<file path="src/rtl/kmp_pkg.sv">
// kmp_pkg: shared types and codes for the KMP substring matcher.
// No dependencies; imported by kmp_ctrl and kmp_substring_matcher_top.
`default_nettype none

package kmp_pkg;

  // Character width of pattern and text bytes
  localparam int unsigned CHAR_W = 8;

  typedef logic [CHAR_W-1:0] char_t;

  // Command carried with each input beat
  typedef enum logic {
    CMD_PATTERN = 1'b0,
    CMD_TEXT    = 1'b1
  } cmd_e;

endpackage : kmp_pkg

`default_nettype wire

</file>
<file path="src/rtl/kmp_ram.sv">
// kmp_ram: generic simple dual-port RAM, one write and one registered read port.
// No dependencies.
`default_nettype none

module kmp_ram #(
  parameter int unsigned WIDTH = 8,
  parameter int unsigned DEPTH = 64
) (
  input  wire logic                     clk_i,
  input  wire logic                     we_i,
  input  wire logic [$clog2(DEPTH)-1:0] waddr_i,
  input  wire logic [WIDTH-1:0]         wdata_i,
  input  wire logic [$clog2(DEPTH)-1:0] raddr_i,
  output logic      [WIDTH-1:0]         rdata_o
);

  logic [WIDTH-1:0] mem_q [DEPTH];

  // Write port
  always_ff @(posedge clk_i) begin
    if (we_i) begin
      mem_q[waddr_i] <= wdata_i;
    end
  end

  // Registered read port
  always_ff @(posedge clk_i) begin
    rdata_o <= mem_q[raddr_i];
  end

endmodule : kmp_ram

`default_nettype wire

</file>
<file path="src/rtl/kmp_ctrl.sv">
// kmp_ctrl: command sequencer and failure-link walker for the KMP matcher.
// Depends on kmp_pkg; drives the pattern and failure-table RAMs in the top level.
`default_nettype none

module kmp_ctrl #(
  parameter int unsigned PAT_MAX = 64
) (
  input  wire logic                         clk_i,
  input  wire logic                         rst_ni,
  // command side
  input  wire logic                         start,
  input  wire kmp_pkg::cmd_e                cmd_i,
  input  wire kmp_pkg::char_t               char_byte_i,
  input  wire logic                         last_i,
  output logic                              busy,
  // result side
  output logic                              done_o,
  output logic                              matched_o,
  // memory side
  output logic                              ram_we_o,
  output logic [$clog2(PAT_MAX)-1:0]        ram_waddr_o,
  output kmp_pkg::char_t                    ram_wchar_o,
  output logic [$clog2(PAT_MAX):0]          ram_wfail_o,
  output logic [$clog2(PAT_MAX)-1:0]        ram_raddr_o,
  input  wire kmp_pkg::char_t               ram_rchar_i,
  input  wire logic [$clog2(PAT_MAX):0]     ram_rfail_i
);

  import kmp_pkg::*;

  localparam int unsigned AW = $clog2(PAT_MAX);
  localparam int unsigned LW = AW + 1;

  typedef enum logic {
    ST_IDLE,
    ST_WALK
  } state_e;

  state_e          state_q, state_d;
  logic [LW-1:0]   len_q, len_d;       // stored pattern length
  logic            bp_neg_q, bp_neg_d; // build prefix is -1
  logic [AW-1:0]   bp_q, bp_d;         // build prefix otherwise
  logic [AW-1:0]   mp_q, mp_d;         // text match position
  logic            found_q, found_d;
  logic            pdone_q, pdone_d;   // pattern ended
  logic            text_q, text_d;     // walk is for a text beat
  logic            last_q, last_d;
  char_t           c_q, c_d;
  logic [AW-1:0]   k_q, k_d;           // walk position
  logic            done_q, done_d;
  logic            matched_q, matched_d;

  // effective pattern state after an optional restart
  logic            len_ok;
  logic [LW-1:0]   len_eff;
  logic            bp_neg_eff;
  logic [AW-1:0]   bp_eff;
  logic            found_eff;
  // walk step
  logic            hit;
  logic [LW-1:0]   res;
  logic            fnd;

  always_comb begin
    state_d    = state_q;
    len_d      = len_q;
    bp_neg_d   = bp_neg_q;
    bp_d       = bp_q;
    mp_d       = mp_q;
    found_d    = found_q;
    pdone_d    = pdone_q;
    text_d     = text_q;
    last_d     = last_q;
    c_d        = c_q;
    k_d        = k_q;
    done_d     = 1'b0;
    matched_d  = matched_q;

    len_eff    = pdone_q ? '0 : len_q;
    bp_neg_eff = pdone_q ? 1'b1 : bp_neg_q;
    bp_eff     = pdone_q ? '0 : bp_q;
    len_ok     = (len_eff < LW'(PAT_MAX));
    found_eff  = found_q;

    hit        = (ram_rchar_i == c_q);
    res        = '0;
    fnd        = 1'b0;

    ram_we_o    = 1'b0;
    ram_waddr_o = len_eff[AW-1:0];
    ram_wchar_o = char_byte_i;
    ram_wfail_o = {bp_neg_eff, bp_eff};
    ram_raddr_o = k_q;

    unique case (state_q)
      ST_IDLE: begin
        if (start) begin
          c_d    = char_byte_i;
          last_d = last_i;
          if (cmd_i == CMD_PATTERN) begin
            // pattern beat: if the table has room, store byte and its failure entry, then extend border
            pdone_d  = last_i;
            mp_d     = '0;
            found_d  = 1'b0;
            len_d    = len_eff;
            bp_neg_d = bp_neg_eff;
            bp_d     = bp_eff;
            if (len_ok) begin
              ram_we_o = 1'b1;
              len_d    = len_eff + LW'(1);
              if (bp_neg_eff) begin
                bp_neg_d = 1'b0;
                bp_d     = '0;
              end else begin
                ram_raddr_o = bp_eff;
                k_d         = bp_eff;
                text_d      = 1'b0;
                state_d     = ST_WALK;
              end
            end
          end else begin
            // text beat: empty pattern always matches, found holds the matcher
            if (len_q == '0) begin
              found_eff = 1'b1;
            end
            if (len_q != '0 && !found_q) begin
              ram_raddr_o = mp_q;
              k_d         = mp_q;
              text_d      = 1'b1;
              state_d     = ST_WALK;
            end else if (last_i) begin
              done_d    = 1'b1;
              matched_d = found_eff;
              mp_d      = '0;
              found_d   = 1'b0;
            end else begin
              found_d = found_eff;
            end
          end
        end
      end

      ST_WALK: begin
        // one compare per cycle; a mismatch follows the failure link
        if (hit || ram_rfail_i[AW]) begin
          res     = hit ? (LW'(k_q) + LW'(1)) : '0;
          state_d = ST_IDLE;
          if (!text_q) begin
            bp_neg_d = 1'b0;
            bp_d     = res[AW-1:0];
          end else begin
            fnd = (res >= len_q);
            if (fnd) begin
              found_d = 1'b1;
              mp_d    = '0;
            end else begin
              mp_d = res[AW-1:0];
            end
            if (last_q) begin
              done_d    = 1'b1;
              matched_d = fnd;
              mp_d      = '0;
              found_d   = 1'b0;
            end
          end
        end else begin
          k_d         = ram_rfail_i[AW-1:0];
          ram_raddr_o = ram_rfail_i[AW-1:0];
        end
      end

      default: begin
        state_d = ST_IDLE;
      end
    endcase
  end

  // state and registered outputs
  always_ff @(posedge clk_i or negedge rst_ni) begin
    if (!rst_ni) begin
      state_q   <= ST_IDLE;
      len_q     <= '0;
      bp_neg_q  <= 1'b1;
      bp_q      <= '0;
      mp_q      <= '0;
      found_q   <= 1'b0;
      pdone_q   <= 1'b0;
      done_q    <= 1'b0;
      text_q    <= 1'b0;
      last_q    <= 1'b0;
      c_q       <= '0;
      k_q       <= '0;
      matched_q <= 1'b0;
    end else begin
      state_q   <= state_d;
      len_q     <= len_d;
      bp_neg_q  <= bp_neg_d;
      bp_q      <= bp_d;
      mp_q      <= mp_d;
      found_q   <= found_d;
      pdone_q   <= pdone_d;
      done_q    <= done_d;
      text_q    <= text_d;
      last_q    <= last_d;
      c_q       <= c_d;
      k_q       <= k_d;
      matched_q <= matched_d;
    end
  end

  assign busy      = (state_q != ST_IDLE);
  assign done_o    = done_q;
  assign matched_o = matched_q;

endmodule : kmp_ctrl

`default_nettype wire

</file>
<file path="src/rtl/kmp_substring_matcher_top.sv">
// kmp_substring_matcher_top: streaming KMP substring matcher, top level.
// Depends on kmp_pkg, kmp_ram and kmp_ctrl.
//
//  Channel   | Ports                                  | Beat taken when
//  ----------+----------------------------------------+--------------------------
//  command   | start, busy, cmd_i, char_byte_i, last_i| start && !busy
//  result    | done_o, matched_o                      | done_o (one cycle, no stall)
//
// A beat is taken while idle; a beat that needs a failure-link walk keeps busy
// high while it compares through the registered RAM read port, and over a text
// string the links followed never outnumber the bytes matched.
// The result appears the cycle after the walk ends, or after a beat with no walk.
// Reset clears the control state only; RAM contents are undefined until written.
// The receiver cannot stall: matched_o is valid only while done_o is high.
`default_nettype none

module kmp_substring_matcher_top #(
  parameter int unsigned PAT_MAX = 64
) (
  input  wire logic            clk_i,
  input  wire logic            rst_ni,
  input  wire logic            start,
  output logic                 busy,
  input  wire kmp_pkg::cmd_e   cmd_i,
  input  wire kmp_pkg::char_t  char_byte_i,
  input  wire logic            last_i,
  output logic                 done_o,
  output logic                 matched_o
);

  import kmp_pkg::*;

  localparam int unsigned AW = $clog2(PAT_MAX);

  logic          ram_we;
  logic [AW-1:0] ram_waddr;
  char_t         ram_wchar;
  logic [AW:0]   ram_wfail;
  logic [AW-1:0] ram_raddr;
  char_t         ram_rchar;
  logic [AW:0]   ram_rfail;

  // pattern bytes
  kmp_ram #(
    .WIDTH(CHAR_W),
    .DEPTH(PAT_MAX)
  ) u_pat_ram (
    .clk_i   (clk_i),
    .we_i    (ram_we),
    .waddr_i (ram_waddr),
    .wdata_i (ram_wchar),
    .raddr_i (ram_raddr),
    .rdata_o (ram_rchar)
  );

  // failure table: MSB flags -1
  kmp_ram #(
    .WIDTH(AW + 1),
    .DEPTH(PAT_MAX)
  ) u_fail_ram (
    .clk_i   (clk_i),
    .we_i    (ram_we),
    .waddr_i (ram_waddr),
    .wdata_i (ram_wfail),
    .raddr_i (ram_raddr),
    .rdata_o (ram_rfail)
  );

  kmp_ctrl #(
    .PAT_MAX(PAT_MAX)
  ) u_ctrl (
    .clk_i       (clk_i),
    .rst_ni      (rst_ni),
    .start       (start),
    .cmd_i       (cmd_i),
    .char_byte_i (char_byte_i),
    .last_i      (last_i),
    .busy        (busy),
    .done_o      (done_o),
    .matched_o   (matched_o),
    .ram_we_o    (ram_we),
    .ram_waddr_o (ram_waddr),
    .ram_wchar_o (ram_wchar),
    .ram_wfail_o (ram_wfail),
    .ram_raddr_o (ram_raddr),
    .ram_rchar_i (ram_rchar),
    .ram_rfail_i (ram_rfail)
  );

  // a result follows either a walk or a text beat closing its string
  a_done_source: assert property (@(posedge clk_i) disable iff (!rst_ni)
    done_o |-> $past(busy || (start && cmd_i == CMD_TEXT && last_i)))
    else $error("result without a walk or closing text beat");

  // the walker only starts on an accepted beat
  a_busy_rise: assert property (@(posedge clk_i) disable iff (!rst_ni)
    $rose(busy) |-> $past(start))
    else $error("walk started without a beat");

  // RAMs are written only on a beat, never during a walk
  a_write_idle: assert property (@(posedge clk_i) disable iff (!rst_ni)
    ram_we |-> (!busy && start && cmd_i == CMD_PATTERN))
    else $error("RAM write outside a pattern beat");

  // a pattern beat never produces a result
  a_pat_no_result: assert property (@(posedge clk_i) disable iff (!rst_ni)
    (start && !busy && cmd_i == CMD_PATTERN) |=> !done_o)
    else $error("result after a pattern beat");

endmodule : kmp_substring_matcher_top

`default_nettype wire
</file>
<file path="config.mk">
export PLATFORM = sky130hd
export DESIGN_NAME = kmp_substring_matcher_top
export DESIGN_NICKNAME = d
export VERILOG_FILES = /design/src/rtl/kmp_pkg.sv /design/src/rtl/kmp_ram.sv /design/src/rtl/kmp_ctrl.sv /design/src/rtl/kmp_substring_matcher_top.sv
export SDC_FILE = /design/constraint.sdc
export NUM_CORES = 1
export LEC_CHECK = 0
export ABC_AREA = 1
export CORE_MARGIN = 3
export CORE_UTILIZATION = 37
export DETAILED_ROUTE_END_ITERATION = 8
export DONT_BUFFER_PORTS = 1
export GPL_TIMING_DRIVEN = 1
export PLACE_DENSITY = 0.48
export SYNTH_ARGS = -nofsm -noshare
export SYNTH_HDL_FRONTEND = slang
export SYNTH_SLANG_ARGS = --single-unit
</file>
<file path="constraint.sdc">
create_clock -name clk_i -period 5.5 [get_ports clk_i]
set_input_delay 0.275 -clock clk_i [delete_from_list [all_inputs] [get_ports clk_i]]
set_output_delay 0.275 -clock clk_i [all_outputs]
set_load 0.02 [all_outputs]
</file>
* Word-level counts from Yosys, hierarchy flattened
Memories as Yosys holds them, arrays and structs flattened. A register that Yosys moved wholly into a read port is not among the register bits. Index checks and enable logic that the tools add are counted. W data, S select, Z words.
Storage, ports and cells: memories kept 2, output and inout port bits 3, bits of input ports 13, RAM bits 960, memory bits (read-only) 0, bits in latches 0, logic and storage cells 126, register bits 41
Cells by class: eq/ne operators 15, bitwise gates (word level) 2, multiply operators 0, $add $sub $neg 2, $lt $le $gt $ge 2, reductions and logical operators 13, divide/modulo/power cells 0, shift-type cells 0, mux-type cells 77
Memories:
- u_pat_ram.mem_q | words 64, width 8, rd ports 1, clocked after memory_dff 1, wr ports 1, RTL line kmp_ram.sv:17 | logic [WIDTH-1:0] mem_q [DEPTH];
- u_fail_ram.mem_q | words 64, width 7, rd ports 1, clocked after memory_dff 1, wr ports 1, RTL line kmp_ram.sv:17
Operators with widths (count):
- $mux W6 | 21
- $mux W1 | 45
- $pmux W6 S2 | 3
- $mux W7 | 3
- $ne A2 B2 Y1 const B | 10
- $reduce_and A5 Y1 | 3
- $pmux W1 S2 | 5
- $ne A3 B3 Y1 const B | 3
- $eq A8 B8 Y1 | 1
- $add A6 B1 Y7 const B | 1
- $add A7 B1 Y7 const B | 1
- $ge A7 B7 Y1 | 1
- $logic_not A7 Y1 | 1
- $lt A7 B7 Y1 const B | 1
- $reduce_and A7 Y1 | 1
- $reduce_bool A7 Y1 | 1
- $reduce_and A4 Y1 | 1
- $reduce_and A3 Y1 | 1
- $ne A2 B1 Y1 const B | 1
- $not A1 Y1 | 2
- $reduce_and A2 Y1 | 1
- $reduce_bool A2 Y1 | 1
- $logic_and A1 B1 Y1 | 1
- $logic_not A1 Y1 | 1
- $logic_or A1 B1 Y1 | 1

* Longest topological paths before layout
depth in word-level cells 8, depth in mapped cells 22, depth with buffers taken out 20

* By module
From an unflattened synthesis, not the netlist that was laid out.
Second synthesis, totals: cells, all modules 3745, area total of the unflattened synthesis 42493.3 µm²
By module, submodules not included:
- kmp_ram (u_pat_ram) | area each 21339.2 µm², cells each 1805, seq. area each 15534.9 µm², instances 1
- kmp_ram (u_fail_ram) | area each 18545.3 µm², cells each 1590, seq. area each 13593.0 µm², instances 1
- kmp_ctrl | area each 2608.8 µm², cells each 350, seq. area each 1027.2 µm², instances 1

* Worst setup path before layout
OpenSTA, ideal clock, no wires.
kind register -> register, from register u_ctrl.state_q (netlist: u_ctrl.busy), to memory u_fail_ram.mem_q[28][0] (netlist bit), enable pin, period minus slack after synthesis 3303 ps, required time 5074 ps, setup time 426 ps, stages on the path, launching flop included 7, setup slack 2197 ps, path buffers 1, arrival time 2877 ps, cell sequence dfrtp_1 -> buf_6 -> nor2_4 -> nand2_2 -> nor2_1 -> inv_1 -> nor4_1
Between the ends: cells in the longest elaborated chain, start to end 3
Ends and longest elaborated chain:
- start: declaration | RTL line kmp_ctrl.sv:39 | state_e state_q, state_d;
- start signal: assignment | RTL line kmp_ctrl.sv:195 | state_q <= state_d;
- $mux W1 | RTL line kmp_ctrl.sv:95 | unique case (state_q)
- $mux W1 | RTL line kmp_ram.sv:21 | if (we_i) begin
- $mux W1 (implied by the code) | RTL line kmp_ram.sv:22 | mem_q[waddr_i] <= wdata_i;
- end: declaration | RTL line kmp_ram.sv:17
No other way between the ends.

* Worst setup path in the final report
from register u_ctrl.pdone_q, to register u_pat_ram.rdata_o[2], read port of u_pat_ram.mem_q
Between the ends: cells in the longest elaborated chain, start to end 6, elaborated cells on any way between the ends 9, those cells by class order compare (1); mux (8)
Ends and longest elaborated chain:
- start: declaration | RTL line kmp_ctrl.sv:45 | logic pdone_q, pdone_d;
- start signal: assignment | RTL line kmp_ctrl.sv:201 | pdone_q <= pdone_d;
- $mux W7 (tied with other cells) | RTL line kmp_ctrl.sv:79 | len_eff = pdone_q ? '0 : len_q;
- $lt A7 B7 Y1 / $mux W6 (equally long branches)
- $mux W6 * | RTL line kmp_ctrl.sv:108 | if (len_ok) begin
- $mux W6 * (2 in a row)
- $pmux W6 S2 *
- end: declaration | RTL line kmp_ram.sv:14 | output logic [WIDTH-1:0] rdata_o
Every way passes the cells marked *; elsewhere a longest branch is shown, timed or not. A chain may end at the register's enable or synchronous reset.

==> flow_summary.json <==
{
  "yosysTopAreaCell": "edfxtp_1",
  "tns_ps": 0,
  "final-setup-viol-count": 0,
  "slowest_stage": "dfrtp_1",
  "cts_buffers": 115,
  "synth_top_area_share_pct": 62.2,
  "finalWirelength_um": 152000,
  "hold_violations": 0,
  "drive_gt1_share_pct": 8.25,
  "clock_latency_ps": 730,
  "power_mw": 30.6,
  "async_reset_ff_share_pct": 4.04,
  "synth_cells": 4565,
  "power.density_nw_per_um2": 579,
  "ant_nets": 0,
  "use_met2_pct": 37.1,
  "syn_to_final_growth_pct": 13.8,
  "cts_tree": "done",
  "nets": 4578,
  "fmax_mhz": 225,
  "via_count": 33160,
  "diodes": 0,
  "outcome": "finished, final reports clean",
  "cpPeakStageDelay_ps": 940,
  "gp_congestion": 0.892,
  "placementRows": 129,
  "clock-sinks": 1016,
  "grt_pass1_wl_um": 222000,
  "required_ps": 6150,
  "ys_ff_latch": 1016,
  "synth_common_cells": "inv_1, edfxtp_1, nand3_1",
  "htreeDepth": 3,
  "cp-start-kind": "flop",
  "clk_pin_slew_worst_paths_ps": 60,
  "grt_max_degree": 161,
  "yosys_most_used_dff": "edfxtp_1",
  "grt_overflow": 0,
  "clockBufferDepth": 3,
  "cp-end-kind": "flop",
  "fin_area_sq_um": 52800,
  "synth_nets": 4585,
  "hpwl_um": 85800,
  "first_iter_violations": 3428,
  "wl_per_cell_um": 24.1,
  "drc_errors": 0,
  "grt-busiest-layer": "met2",
  "core_sq_um": 124000,
  "use_met3_pct": 3.15,
  "grtUsageTotal_pct": 23.1,
  "period_minus_slack_ps": 4440,
  "worstPathCellList": "inv_2 -> nand3_1 -> a21oi_1 -> o21ai_0 -> nand2_1 -> nand2_8 -> nand3_4 -> clkinv_2 -> buf_4 -> nand2_1 -> nand2_1 -> nand2_1 -> nand3_1 -> nand3_1 -> nand3_1 -> nand3_1 -> nand2_1",
  "die_area_sq_um": 130000,
  "ios": 16,
  "cp.arrival_ps": 5090,
  "port-buffer-count": 0,
  "antenna_found_initial": 3,
  "cap_viol_max_count": 0,
  "die_w_um": 360,
  "synth-seq-area-share_pct": 65.1,
  "drv_slew": 0,
  "power.leakage_nw": 22.0,
  "synth-edff-count": 960,
  "synth_area_leaders": "edfxtp_1, nand3_1, inv_1",
  "crit_family": "simple AND/OR/NAND/NOR gates",
  "final_core_util_pct": 42.6,
  "period_share_pct": 80.8,
  "drt-pass1-iter-count": 8,
  "via_per_inst": 5.27,
  "grt_pass1_vias": 31500,
  "die_height_um": 360,
  "syn_area_sq_um": 46300,
  "criticalPathCategory": "reg -> reg",
  "placed_area_sq_um": 48600,
  "cts_root_buffer": "clkbuf_16",
  "nFillCells": 11967,
  "synth_area_per_cell_sq_um": 10.2,
  "irDropWorstVdd_mv": 0.415,
  "clock_skew_ps": 26.7,
  "globalRouteMet1Util_pct": 32.2,
  "rsz0062_at_grt": "no",
  "path_buf_inv": 3,
  "ys_warn_count": 0,
  "timing.hold.worst.class": "in -> async",
  "crit_path_max_fanout": 46,
  "start_util_pct": 37.4,
  "worstMarginPinSlew_ps": 1010,
  "maxSlewHeadroom_pct": 32.9,
  "synth_cell_types": 42,
  "yosysMostFrequentCell": "inv_1"
}
[placed cells by master, fill, tap and decap left out, types with 13 or more instances in the layout]
cell and instances:
dfxtp_1 15, nand3_1 924, clkbuf_8 13, clkbuf_16 118, clkinv_2 24, dlygate4sd3_1 13
clkbuf_1 24, nand4_1 442, inv_1 962, edfxtp_1 960, dfrtp_1 40, clkinv_1 21
buf_12 26, nand2_1 697, nor2_1 100, buf_4 135, o21ai_0 20
[power breakdown]
group          internal (mW)  switching [mW]  leakage, nW
sequential              9.14           0.244         9.33
combinational           3.53            9.90         10.8
clock                   4.55            3.21         1.88
total                   17.2            13.3         22.0
[state kept, by name (all words and copies together), names as in the netlist]
signal              flops
u_pat_ram.rdata_o       8
u_ctrl.len_q            7
u_ctrl.bp_neg_q         1
u_ctrl.text_q           1
u_ctrl.matched_o        1
u_ctrl.pdone_q          1
u_ctrl.k_q              6
u_fail_ram.mem_q      448
u_ctrl.done_o           1
u_ctrl.busy             1
u_ctrl.mp_q             6
u_ctrl.bp_q             6
u_ctrl.last_q           1
u_fail_ram.rdata_o      7
u_ctrl.found_q          1
u_ctrl.c_q              8
u_pat_ram.mem_q       512
[layout make-up]
cell class / instances / area [sq um] / area share [%]
Inverter: 977 / 3670 / 6.96
Sequential cell: 1016 / 30200 / 57.2
Tap cell: 1637 / 2050 / 3.88
Clock inverter: 60 / 573 / 1.09
Multi-Input combinational cell: 2265 / 11200 / 21.2
Timing Repair Buffer: 183 / 1910 / 3.62
Clock buffer: 155 / 3220 / 6.11
[routing by layer]
layer	wire (um)	vias up	share of wire [%]
li1	-	15442	-
met1	66700	16430	44
met2	71100	1064	47
met3	8480	224	5.6
met4	5340	0	3.5
met5	0	-	0
[metrics by stage]
| stage | worst slack, ps | instances | hold slack, ps |
|---|---|---|---|
| after global placement | 1060 | 6056 | -17.1 |
| after global routing | 820 | 6293 | 60.2 |
| after detailed placement | 1090 | 6056 | -17.0 |
| final | 1060 | 6293 | 77.8 |
| after floorplan | 2200 | 4565 | -20.6 |
| after CTS | 1090 | 6293 | 29.1 |
[worst reg2reg max path: cells and delay by family (launching register included)]
kind	cells	cell delay (ps)
simple gates	12	2480
flops	1	940
buf+inv	3	790
compound gates	2	180
[final timing paths]
path	start	endpoint	slack, ps	depth (start not counted)
max in group asynchronous	rst_ni	u_ctrl.bp_neg_q$_DFFE_PN1P_	5160	2
worst max register to register	u_ctrl.pdone_q$_DFFE_PN0P_	u_pat_ram.rdata_o[2]$_DFF_P_	1060	17
worst min-delay path	rst_ni	u_ctrl.done_o$_DFF_PN0_	80	2
worst min register to register	u_ctrl.c_q[5]$_DFFE_PN0P_	u_ctrl.c_q[5]$_DFFE_PN0P_	490	2
min in group clk_i	last_i	u_ctrl.last_q$_DFFE_PN0P_	390	3
worst max-delay path	u_ctrl.pdone_q$_DFFE_PN0P_	u_pat_ram.rdata_o[2]$_DFF_P_	1060	17
[timing repair]
| item | 4_1_cts | 5_1_grt |
|---|---|---|
| resized for setup | 0 | 0 |
| buffers inserted | 0 | 0 |
| hold buffers | 22 | 0 |
| hold endpoints to repair | 570 | 0 |
[logic make-up (layout without fill, tap and decap cells)]
kind of cell | Yosys count | in the layout | share of synthesized area (%)
AO/OA/AOI/OAI | 56 | 56 | 0.737
adder cells (fa/ha/maj) | 7 | 7 | 0.189
buffers and inverters | 1284 | 1375 | 11.0
XOR/XNOR | 7 | 7 | 0.132
flip-flops | 1016 | 1016 | 65.1
AND/OR/NAND/NOR | 2195 | 2195 | 22.8
No activity file was read; power rests on OpenSTA's default activity.
